===== src/rtl/plr_pkg.sv =====
// shared constants and types for the polyline resampler
`timescale 1ns / 1ps

package plr_pkg;

    // coordinate and register widths
    localparam int COORD_W   = 32;
    localparam int RES_W     = 31;

    // reset value of the spacing register, 0.05 in Q15.16
    localparam logic [RES_W-1:0] RES_RESET = RES_W'(3277);

    // default saturation limit for samples per segment
    localparam int MAX_STEPS_DEF = 63;

    // one resampled point handed from the core to the output register
    typedef struct packed {
        logic               valid;
        logic [COORD_W-1:0] x;
        logic [COORD_W-1:0] y;
        logic               eos;
        logic               clip;
    } t_emit;

endpackage


===== src/rtl/plr_core.sv =====
// segment sequencer with one shared shift-add / restoring unit
`timescale 1ns / 1ps

module plr_core
    import plr_pkg::*;
#(
    parameter int MAX_STEPS = MAX_STEPS_DEF
) (
    input  logic               i_clk,
    input  logic               i_rst_n,
    input  logic               i_start,
    input  logic [COORD_W-1:0] i_point_x,
    input  logic [COORD_W-1:0] i_point_y,
    input  logic               i_final_point,
    input  logic [RES_W-1:0]   i_res,
    input  logic               i_slot_free,
    output logic               o_idle,
    output t_emit              o_emit
);

    // working widths: difference, square, remainder
    localparam int DW        = COORD_W + 1;
    localparam int ACC_W     = 2 * DW;
    localparam int REM_W     = DW + 3;
    localparam int MUL_STEPS = DW;
    localparam int SQRT_STEPS = DW;
    localparam int CNT_STEPS = DW;
    localparam int DIV_STEPS = ACC_W;
    localparam int STEP_W    = $clog2(DIV_STEPS);
    localparam int CNT_W     = $clog2(MAX_STEPS + 1);

    // sequencer states
    localparam logic [3:0] ST_IDLE = 4'd0;
    localparam logic [3:0] ST_SQX  = 4'd1;
    localparam logic [3:0] ST_SQY  = 4'd2;
    localparam logic [3:0] ST_ADD  = 4'd3;
    localparam logic [3:0] ST_SQRT = 4'd4;
    localparam logic [3:0] ST_CNT  = 4'd5;
    localparam logic [3:0] ST_MULX = 4'd6;
    localparam logic [3:0] ST_DIVX = 4'd7;
    localparam logic [3:0] ST_MULY = 4'd8;
    localparam logic [3:0] ST_DIVY = 4'd9;
    localparam logic [3:0] ST_EMIT = 4'd10;
    localparam logic [3:0] ST_PREV = 4'd11;
    localparam logic [3:0] ST_FIN  = 4'd12;

    // control state
    logic [3:0]        r_state, n_state;
    logic              r_have, n_have;
    logic [STEP_W-1:0] r_step, n_step;
    logic [CNT_W-1:0]  r_j, n_j;

    // payload state
    logic [COORD_W-1:0] r_px, n_px, r_py, n_py, r_cx, n_cx, r_cy, n_cy;
    logic               r_fin, n_fin, r_clip, n_clip;
    logic               r_xneg, n_xneg, r_yneg, n_yneg;
    logic [DW-1:0]      r_ax, n_ax, r_ay, n_ay;
    logic [ACC_W-1:0]   r_acc, n_acc, r_sum, n_sum;
    logic [DW-1:0]      r_mcand, n_mcand, r_root, n_root, r_len, n_len;
    logic [REM_W-1:0]   r_rem, n_rem;
    logic [CNT_W-1:0]   r_cnt_tot, n_cnt_tot;
    logic [DW-1:0]      r_qx_inc, n_qx_inc, r_rx_inc, n_rx_inc;
    logic [DW-1:0]      r_qy_inc, n_qy_inc, r_ry_inc, n_ry_inc;
    logic [DW-1:0]      r_qx, n_qx, r_rx, n_rx, r_qy, n_qy, r_ry, n_ry;

    // shared unit signals
    logic [DW-1:0]      dx, dy;
    logic [DW:0]        mul_sum;
    logic [ACC_W-1:0]   mul_next;
    logic [REM_W-1:0]   sq_sh, sq_trial, sq_rem;
    logic               sq_ge;
    logic [DW-1:0]      sq_root;
    logic [DW-1:0]      divisor;
    logic [DW:0]        div_sh, div_dif;
    logic               div_ge;
    logic [DW:0]        div_rem;
    logic [ACC_W-1:0]   div_acc;
    logic [DW-1:0]      cnt_q;
    logic               cnt_sat;
    logic [DW:0]        ax_sum, ax_red, ay_sum, ay_red;
    logic               ax_ge, ay_ge;
    logic [COORD_W-1:0] off_x, off_y;
    logic               emit_go, last_j;

    // segment difference at accept
    assign dx = {i_point_x[COORD_W-1], i_point_x} - {r_px[COORD_W-1], r_px};
    assign dy = {i_point_y[COORD_W-1], i_point_y} - {r_py[COORD_W-1], r_py};

    // shift-add multiply step, multiplier in the low half
    assign mul_sum  = {1'b0, r_acc[ACC_W-1:DW]} + (r_acc[0] ? {1'b0, r_mcand} : '0);
    assign mul_next = {mul_sum, r_acc[DW-1:1]};

    // square root digit step, two radicand bits a step
    assign sq_sh    = {r_rem[REM_W-3:0], r_acc[ACC_W-1:ACC_W-2]};
    assign sq_trial = {1'b0, r_root, 2'b01};
    assign sq_ge    = sq_sh >= sq_trial;
    assign sq_rem   = sq_ge ? (sq_sh - sq_trial) : sq_sh;
    assign sq_root  = {r_root[DW-2:0], sq_ge};

    // restoring divide step, dividend shifts out of the top of acc
    assign divisor = (r_state == ST_CNT) ? {{(DW-RES_W){1'b0}}, i_res} : r_len;
    assign div_sh  = {r_rem[DW-1:0], r_acc[ACC_W-1]};
    assign div_dif = div_sh - {1'b0, divisor};
    assign div_ge  = div_sh >= {1'b0, divisor};
    assign div_rem = div_ge ? div_dif : div_sh;
    assign div_acc = {r_acc[ACC_W-2:0], div_ge};
    assign cnt_q   = div_acc[DW-1:0];
    assign cnt_sat = cnt_q > DW'(MAX_STEPS);

    // running quotient and remainder of the sample offsets
    assign ax_sum = {1'b0, r_rx} + {1'b0, r_rx_inc};
    assign ax_red = ax_sum - {1'b0, r_len};
    assign ax_ge  = ax_sum >= {1'b0, r_len};
    assign ay_sum = {1'b0, r_ry} + {1'b0, r_ry_inc};
    assign ay_red = ay_sum - {1'b0, r_len};
    assign ay_ge  = ay_sum >= {1'b0, r_len};

    assign off_x = r_xneg ? (COORD_W'(0) - r_qx[COORD_W-1:0]) : r_qx[COORD_W-1:0];
    assign off_y = r_yneg ? (COORD_W'(0) - r_qy[COORD_W-1:0]) : r_qy[COORD_W-1:0];

    // emitted point
    always_comb begin
        o_emit.valid = 1'b0;
        o_emit.x     = r_px;
        o_emit.y     = r_py;
        o_emit.eos   = 1'b0;
        o_emit.clip  = 1'b0;
        unique case (r_state)
            ST_EMIT: begin
                o_emit.valid = 1'b1;
                o_emit.x     = r_px + off_x;
                o_emit.y     = r_py + off_y;
                o_emit.clip  = r_clip;
            end
            ST_PREV: begin
                o_emit.valid = 1'b1;
            end
            ST_FIN: begin
                o_emit.valid = 1'b1;
                o_emit.x     = r_cx;
                o_emit.y     = r_cy;
                o_emit.eos   = 1'b1;
            end
            default: begin
                o_emit.valid = 1'b0;
            end
        endcase
    end

    assign emit_go = o_emit.valid && i_slot_free;
    assign last_j  = r_j == (r_cnt_tot - CNT_W'(1));
    assign o_idle  = r_state == ST_IDLE;

    // sequencer
    always_comb begin
        n_state = r_state;   n_have = r_have;     n_step = r_step;   n_j = r_j;
        n_px = r_px;         n_py = r_py;         n_cx = r_cx;       n_cy = r_cy;
        n_fin = r_fin;       n_clip = r_clip;     n_xneg = r_xneg;   n_yneg = r_yneg;
        n_ax = r_ax;         n_ay = r_ay;         n_acc = r_acc;     n_sum = r_sum;
        n_mcand = r_mcand;   n_root = r_root;     n_len = r_len;     n_rem = r_rem;
        n_cnt_tot = r_cnt_tot;
        n_qx_inc = r_qx_inc; n_rx_inc = r_rx_inc; n_qy_inc = r_qy_inc; n_ry_inc = r_ry_inc;
        n_qx = r_qx;         n_rx = r_rx;         n_qy = r_qy;       n_ry = r_ry;

        unique case (r_state)
            ST_IDLE: begin
                if (i_start) begin
                    n_cx   = i_point_x;
                    n_cy   = i_point_y;
                    n_fin  = i_final_point;
                    n_xneg = dx[DW-1];
                    n_yneg = dy[DW-1];
                    n_ax   = dx[DW-1] ? (DW'(0) - dx) : dx;
                    n_ay   = dy[DW-1] ? (DW'(0) - dy) : dy;
                    n_step = '0;
                    if (r_have) begin
                        n_acc   = {{DW{1'b0}}, n_ax};
                        n_mcand = n_ax;
                        n_state = ST_SQX;
                    end else if (i_final_point) begin
                        n_state = ST_FIN;
                    end else begin
                        n_px   = i_point_x;
                        n_py   = i_point_y;
                        n_have = 1'b1;
                    end
                end
            end
            ST_SQX: begin
                n_acc  = mul_next;
                n_step = r_step + STEP_W'(1);
                if (r_step == STEP_W'(MUL_STEPS - 1)) begin
                    n_sum   = mul_next;
                    n_acc   = {{DW{1'b0}}, r_ay};
                    n_mcand = r_ay;
                    n_step  = '0;
                    n_state = ST_SQY;
                end
            end
            ST_SQY: begin
                n_acc  = mul_next;
                n_step = r_step + STEP_W'(1);
                if (r_step == STEP_W'(MUL_STEPS - 1)) begin
                    n_step  = '0;
                    n_state = ST_ADD;
                end
            end
            ST_ADD: begin
                n_acc   = r_acc + r_sum;
                n_rem   = '0;
                n_root  = '0;
                n_state = ST_SQRT;
            end
            ST_SQRT: begin
                n_acc  = {r_acc[ACC_W-3:0], 2'b00};
                n_rem  = sq_rem;
                n_root = sq_root;
                n_step = r_step + STEP_W'(1);
                if (r_step == STEP_W'(SQRT_STEPS - 1)) begin
                    n_len   = sq_root;
                    n_acc   = {sq_root, {DW{1'b0}}};
                    n_rem   = '0;
                    n_step  = '0;
                    n_state = ST_CNT;
                end
            end
            ST_CNT: begin
                n_acc  = div_acc;
                n_rem  = REM_W'(div_rem);
                n_step = r_step + STEP_W'(1);
                if (r_step == STEP_W'(CNT_STEPS - 1)) begin
                    n_step = '0;
                    n_clip = cnt_sat;
                    n_cnt_tot = cnt_sat ? CNT_W'(MAX_STEPS) : cnt_q[CNT_W-1:0];
                    if (cnt_q == '0) begin
                        n_state = ST_PREV;
                    end else begin
                        n_acc   = {{DW{1'b0}}, r_ax};
                        n_mcand = {{(DW-RES_W){1'b0}}, i_res};
                        n_state = ST_MULX;
                    end
                end
            end
            ST_MULX, ST_MULY: begin
                n_acc  = mul_next;
                n_step = r_step + STEP_W'(1);
                if (r_step == STEP_W'(MUL_STEPS - 1)) begin
                    n_rem   = '0;
                    n_step  = '0;
                    n_state = (r_state == ST_MULX) ? ST_DIVX : ST_DIVY;
                end
            end
            ST_DIVX: begin
                n_acc  = div_acc;
                n_rem  = REM_W'(div_rem);
                n_step = r_step + STEP_W'(1);
                if (r_step == STEP_W'(DIV_STEPS - 1)) begin
                    n_qx_inc = div_acc[DW-1:0];
                    n_rx_inc = div_rem[DW-1:0];
                    n_acc    = {{DW{1'b0}}, r_ay};
                    n_mcand  = {{(DW-RES_W){1'b0}}, i_res};
                    n_step   = '0;
                    n_state  = ST_MULY;
                end
            end
            ST_DIVY: begin
                n_acc  = div_acc;
                n_rem  = REM_W'(div_rem);
                n_step = r_step + STEP_W'(1);
                if (r_step == STEP_W'(DIV_STEPS - 1)) begin
                    n_qy_inc = div_acc[DW-1:0];
                    n_ry_inc = div_rem[DW-1:0];
                    n_qx     = '0;
                    n_rx     = '0;
                    n_qy     = '0;
                    n_ry     = '0;
                    n_j      = '0;
                    n_step   = '0;
                    n_state  = ST_EMIT;
                end
            end
            ST_EMIT: begin
                if (emit_go) begin
                    n_rx = ax_ge ? ax_red[DW-1:0] : ax_sum[DW-1:0];
                    n_qx = r_qx + r_qx_inc + DW'(ax_ge);
                    n_ry = ay_ge ? ay_red[DW-1:0] : ay_sum[DW-1:0];
                    n_qy = r_qy + r_qy_inc + DW'(ay_ge);
                    n_j  = r_j + CNT_W'(1);
                    if (last_j) begin
                        if (r_fin) begin
                            n_state = ST_FIN;
                        end else begin
                            n_px    = r_cx;
                            n_py    = r_cy;
                            n_have  = 1'b1;
                            n_state = ST_IDLE;
                        end
                    end
                end
            end
            ST_PREV: begin
                if (emit_go) begin
                    if (r_fin) begin
                        n_state = ST_FIN;
                    end else begin
                        n_px    = r_cx;
                        n_py    = r_cy;
                        n_have  = 1'b1;
                        n_state = ST_IDLE;
                    end
                end
            end
            ST_FIN: begin
                if (emit_go) begin
                    n_px    = r_cx;
                    n_py    = r_cy;
                    n_have  = 1'b0;
                    n_state = ST_IDLE;
                end
            end
            default: begin
                n_state = ST_IDLE;
            end
        endcase
    end

    // control registers
    always_ff @(posedge i_clk) begin
        if (!i_rst_n) begin
            r_state <= ST_IDLE;
            r_have  <= 1'b0;
            r_step  <= '0;
            r_j     <= '0;
        end else begin
            r_state <= n_state;
            r_have  <= n_have;
            r_step  <= n_step;
            r_j     <= n_j;
        end
    end

    // datapath registers
    always_ff @(posedge i_clk) begin
        r_px <= n_px;          r_py <= n_py;          r_cx <= n_cx;        r_cy <= n_cy;
        r_fin <= n_fin;        r_clip <= n_clip;      r_xneg <= n_xneg;    r_yneg <= n_yneg;
        r_ax <= n_ax;          r_ay <= n_ay;          r_acc <= n_acc;      r_sum <= n_sum;
        r_mcand <= n_mcand;    r_root <= n_root;      r_len <= n_len;      r_rem <= n_rem;
        r_cnt_tot <= n_cnt_tot;
        r_qx_inc <= n_qx_inc;  r_rx_inc <= n_rx_inc;  r_qy_inc <= n_qy_inc;
        r_ry_inc <= n_ry_inc;
        r_qx <= n_qx;          r_rx <= n_rx;          r_qy <= n_qy;        r_ry <= n_ry;
    end

endmodule


===== src/rtl/polyline_resampler.sv =====
// top level of the polyline resampler: handshakes, spacing register, output register
`timescale 1ns / 1ps

// Resamples a scan polyline at a fixed spacing. Points enter one at a time and the
// block is busy while it works on a segment; every step runs on one shared
// shift-add / restoring unit, one bit (two for the square root) per cycle. A segment
// first works out the two squares, their sum, the length square root and the sample
// count; when the count is nonzero, a multiply and a divide per axis give the
// per-sample step, and the points then leave at one per cycle while the output side
// takes them. A final point also emits itself as the end-of-scan result. The output
// register lets the next point be worked on while the last result still waits.
// Write the spacing only while idle.
module polyline_resampler
    import plr_pkg::*;
#(
    parameter int MAX_STEPS = MAX_STEPS_DEF
) (
    input  logic               i_clk,
    input  logic               i_rst_n,
    input  logic               i_in_valid,
    output logic               o_in_ready,
    input  logic [COORD_W-1:0] i_point_x,
    input  logic [COORD_W-1:0] i_point_y,
    input  logic               i_final_point,
    output logic               o_out_valid,
    input  logic               i_out_ready,
    output logic [COORD_W-1:0] o_out_x,
    output logic [COORD_W-1:0] o_out_y,
    output logic               o_end_of_scan,
    output logic               o_clipped,
    input  logic               i_cfg_valid,
    output logic               o_cfg_ready,
    input  logic [RES_W-1:0]   i_cfg_data
);

    logic [RES_W-1:0]   r_res;
    logic [RES_W-1:0]   res_eff;
    logic               r_out_valid;
    logic [COORD_W-1:0] r_out_x, r_out_y;
    logic               r_out_eos, r_out_clip;
    logic               core_idle, slot_free;
    t_emit              emit;

    // spacing register, zero acts as one
    assign o_cfg_ready = 1'b1;
    assign res_eff     = (r_res == '0) ? RES_W'(1) : r_res;

    always_ff @(posedge i_clk) begin
        if (!i_rst_n) begin
            r_res <= RES_RESET;
        end else if (i_cfg_valid) begin
            r_res <= i_cfg_data;
        end
    end

    assign o_in_ready = core_idle;
    assign slot_free  = !r_out_valid || i_out_ready;

    plr_core #(
        .MAX_STEPS(MAX_STEPS)
    ) u_core (
        .i_clk         (i_clk),
        .i_rst_n       (i_rst_n),
        .i_start       (i_in_valid && core_idle),
        .i_point_x     (i_point_x),
        .i_point_y     (i_point_y),
        .i_final_point (i_final_point),
        .i_res         (res_eff),
        .i_slot_free   (slot_free),
        .o_idle        (core_idle),
        .o_emit        (emit)
    );

    // output register, refilled in the cycle it transfers
    always_ff @(posedge i_clk) begin
        if (!i_rst_n) begin
            r_out_valid <= 1'b0;
        end else if (slot_free) begin
            r_out_valid <= emit.valid;
        end
    end

    always_ff @(posedge i_clk) begin
        if (slot_free && emit.valid) begin
            r_out_x    <= emit.x;
            r_out_y    <= emit.y;
            r_out_eos  <= emit.eos;
            r_out_clip <= emit.clip;
        end
    end

    assign o_out_valid   = r_out_valid;
    assign o_out_x       = r_out_x;
    assign o_out_y       = r_out_y;
    assign o_end_of_scan = r_out_eos;
    assign o_clipped     = r_out_clip;

endmodule


===== config.mk =====
export PLATFORM = sky130hd
export DESIGN_NAME = polyline_resampler
export DESIGN_NICKNAME = d
export VERILOG_FILES = /design/src/rtl/plr_pkg.sv /design/src/rtl/plr_core.sv /design/src/rtl/polyline_resampler.sv
export SDC_FILE = /design/constraint.sdc
export NUM_CORES = 2
export LEC_CHECK = 0
export BUFFER_PORTS_ARGS = -buffer_cell sky130_fd_sc_hd__buf_2
export CAP_MARGIN = 20
export CORE_MARGIN = 2
export CORE_UTILIZATION = 30
export CTS_CLUSTER_DIAMETER = 100
export DETAILED_ROUTE_END_ITERATION = 8
export HOLD_SLACK_MARGIN = 0.12
export MAX_ROUTING_LAYER = met4
export PLACE_DENSITY = 0.5
export SKIP_LAST_GASP = 1
export SYNTH_ARGS = -nofsm -noshare
export SYNTH_HDL_FRONTEND = slang
export SYNTH_SLANG_ARGS = --single-unit

===== constraint.sdc =====
create_clock -name i_clk -period 18.55 [get_ports i_clk]
set_input_delay 3.71 -clock i_clk [delete_from_list [all_inputs] [get_ports i_clk]]
set_output_delay 3.71 -clock i_clk [all_outputs]
set_load 0.1 [all_outputs]

==> qor.csv <==
metric;value;unit
register area share after synthesis;41.1;%
Pins Over Slew Limit;0;
min Tclk post-route;8750;ps
required time worst endpoint;19060;ps
drt wl/cell;23.1;um
Min-Delay Path Class;reg2reg;
final hold viol count;0;
Tightest Pin Transition;1090;ps
Detailed Route WL;211;mm
Initial Utilization;30.2;%
CP endpoint kind;register;
CTS tree;yes;
commonest non-fill, non-tap cell in the layout;edfxtp_1;
R2R depth;36;
CTS root buffer;clkbuf_16;
met2 Usage GRT;32.7;%
CTS Sinks;845;
peak supply drop;0.0911;mV
Static Leak;26.9;nW
status;complete, no violations;
grt met1 use;27.0;%
number of hold-repair buffers added at the cts stage;0;
Routed Antenna Nets;0;
Fill cells;20500;
hpwl dp;161;mm
FF-to-FF setup slack;9800;ps
WHS Path Cells;0;
CP Data Arrival Time;9250;ps
DRC;0;
Core ar.;200000;um^2
gr ovfl total;0;
Top delay family on crit path;compound AO/OA/AOI/OAI gates;
fraction of registers with async set/reset;0;%
Reg-to-Reg Start;u_core.r_ry[0];
final setup violation count;0;
Clock Latency Late Sink;780;ps
syn nets;6810;
hold_sp;u_core.r_root[13];
CTS buffer count;103;
Crit Path Class;reg2reg;
H-tree Lvls;3;
first-pass GRT wire length;310;mm
Placed Instance Area;64800;um^2
1st-pass router iterations;9;
Post-synth EDFFs;795;
critical path's slowest cell;fa_1;
CTS Buffer Depth;3;
Peak Freq;114;MHz
Post-Synthesis Cells;6203;
Worst slew margin;27.3;%
fin area;68400;um^2
pin count of the biggest net entering global routing;74;
io pins;170;
synthesized area;60600;um^2
GPL Wtd Cong;0.927;
height of the die;453;um
vias in the first global route;47300;
port buffer count;168;
# Max-Cap Violations;0;
unrepaired setup endpoints after global routing;false;
Mapped Avg Cell Area;9.76;um^2
Yosys reg bits;845;
Die ar.;206000;um^2
P&R area growth vs syn;13.0;%
layout cells sized above 1;9.12;%
CP max FO;9;
Setup crit start kind;register;
postcts setup bufs;0;
Setup TNS;0;ps
Worst-path clk slew;60;ps
Global Route Usage Sum;20.5;%
total stage count of the critical path;36;
CP bufs+invs;3;
Post-CTS Resized;0;
Vias;49500;
antenna violations before repair;6;
nets;6969;
via-per-instance ratio;5.43;
final hold slack;484;ps
DRT iter0 DRCs;4349;
most frequent cells in the layout;edfxtp_1, a21oi_1, ha_1;
met3 Resource Use GR;2.35;%
die width;453;um
Yosys warning total;0;
Top FF cell, synth;edfxtp_1;
fin crit share;47.2;%
power per cell area;168;nW/um^2
Distinct cells, synth;92;
Clock Skew;51.0;ps
worst stage delay on the critical path;670;ps
Site Rows;164;
busiest metal layer after global routing;met2;
crit path launch;u_core.r_ry[0];
power by group:
part	leakage [nW]	switching (mW)	internal (mW)
clock network	1.70	0.904	1.21
registers	7.73	0.413	2.87
logic	17.5	4.02	2.11
total	26.9	5.33	6.19
registers in the layout, indices dropped and copies added (netlist names), 33 cells and up:
register and flops:
u_core.r_mcand 33, u_core.r_ax 33, u_core.r_acc 66, u_core.r_ry_inc 33
u_core.r_rx_inc 33, u_core.r_len 33, u_core.r_ay 33, u_core.r_rem 34
u_core.r_sum 66, u_core.r_ry 33, u_core.r_root 33, u_core.r_rx 33
cells in the mapped netlist, types with 118 or more instances:
cell type  number  area (um^2)
a21o_1        245         1840
ha_1          493         6170
a21oi_1       561         2810
xnor2_1       341         2990
mux2i_1       118         1180
edfxtp_1      795        23900
clkbuf_1      179          672
nand2_1       458         1720
nor2_1        476         1790
o21ai_0       403         2020
inv_1         318         1190
xor2_1        191         1670
worst register-to-register path: cells and delay by family (launching register included):
| family | cells | cell delay [ps] |
|---|---|---|
| AO/OA/AOI/OAI | 17 | 4060 |
| buffers and inverters | 3 | 790 |
| adder cells (fa/ha/maj) | 4 | 1690 |
| flip-flops | 1 | 340 |
| AND/OR/NAND/NOR | 10 | 1330 |
| XOR/XNOR | 2 | 300 |
area by class of cell:
class / count / area, um^2 / share of cell area, %
clock inverter: 62 / 713 / 1.04
clock buffer: 131 / 2810 / 4.10
timing repair buffer: 268 / 1640 / 2.39
sequential: 845 / 24900 / 36.4
tap: 2656 / 3320 / 4.86
multi-input combinational: 4822 / 33900 / 49.5
inverter: 322 / 1210 / 1.77
antenna: 4 / 10.0 / 0.0146
path summary, 6_finish.rpt:
path / endpoint
worst min-delay path: u_core.r_len[14]
worst min register to register: u_core.r_len[14]
worst max register to register: u_core.r_qy[31]
worst max-delay path: u_core.r_qy[31]
cell families (layout without fill, tap and decap cells):
| family | count (synthesis) | in the layout | share of synthesized area, % |
|---|---|---|---|
| DFF | 845 | 845 | 41.1 |
| and+or+nand+nor | 1634 | 1634 | 12.9 |
| other | 1 | 5 | 0.00619 |
| adders and majority gates | 506 | 506 | 10.6 |
| muxes | 195 | 195 | 3.38 |
| xor gates and xnor gates | 532 | 532 | 7.69 |
| buffers and inverters | 536 | 783 | 3.36 |
| AOI/OAI and AO/OA | 1954 | 1954 | 21.0 |
through the flow:
| stage | utilization, % | power [mW] | cells | setup WS [ps] |
|---|---|---|---|---|
| 2_1_floorplan | - | 7.31 | 6203 | 8760 |
| 3_3_place_gp | 32.4 | 9.28 | 8907 | 9320 |
| 3_5_place_dp | 32.4 | 9.31 | 8908 | 9760 |
| 4_1_cts | 34.1 | 11.5 | 9101 | 9760 |
| 5_1_grt | 34.2 | 12.2 | 9109 | 8850 |
| 6_report | 34.2 | 11.5 | 9110 | 9800 |
routing by layer:
| layer | wire (um) | vias up |
|---|---|---|
| met5 | 0 | - |
| met4 | 6670 | 0 |
| met3 | 10600 | 304 |
| met2 | 98100 | 1432 |
| met1 | 95500 | 24200 |
| li1 | - | 23600 |
Note: power is estimated with default switching activity, not from simulation.
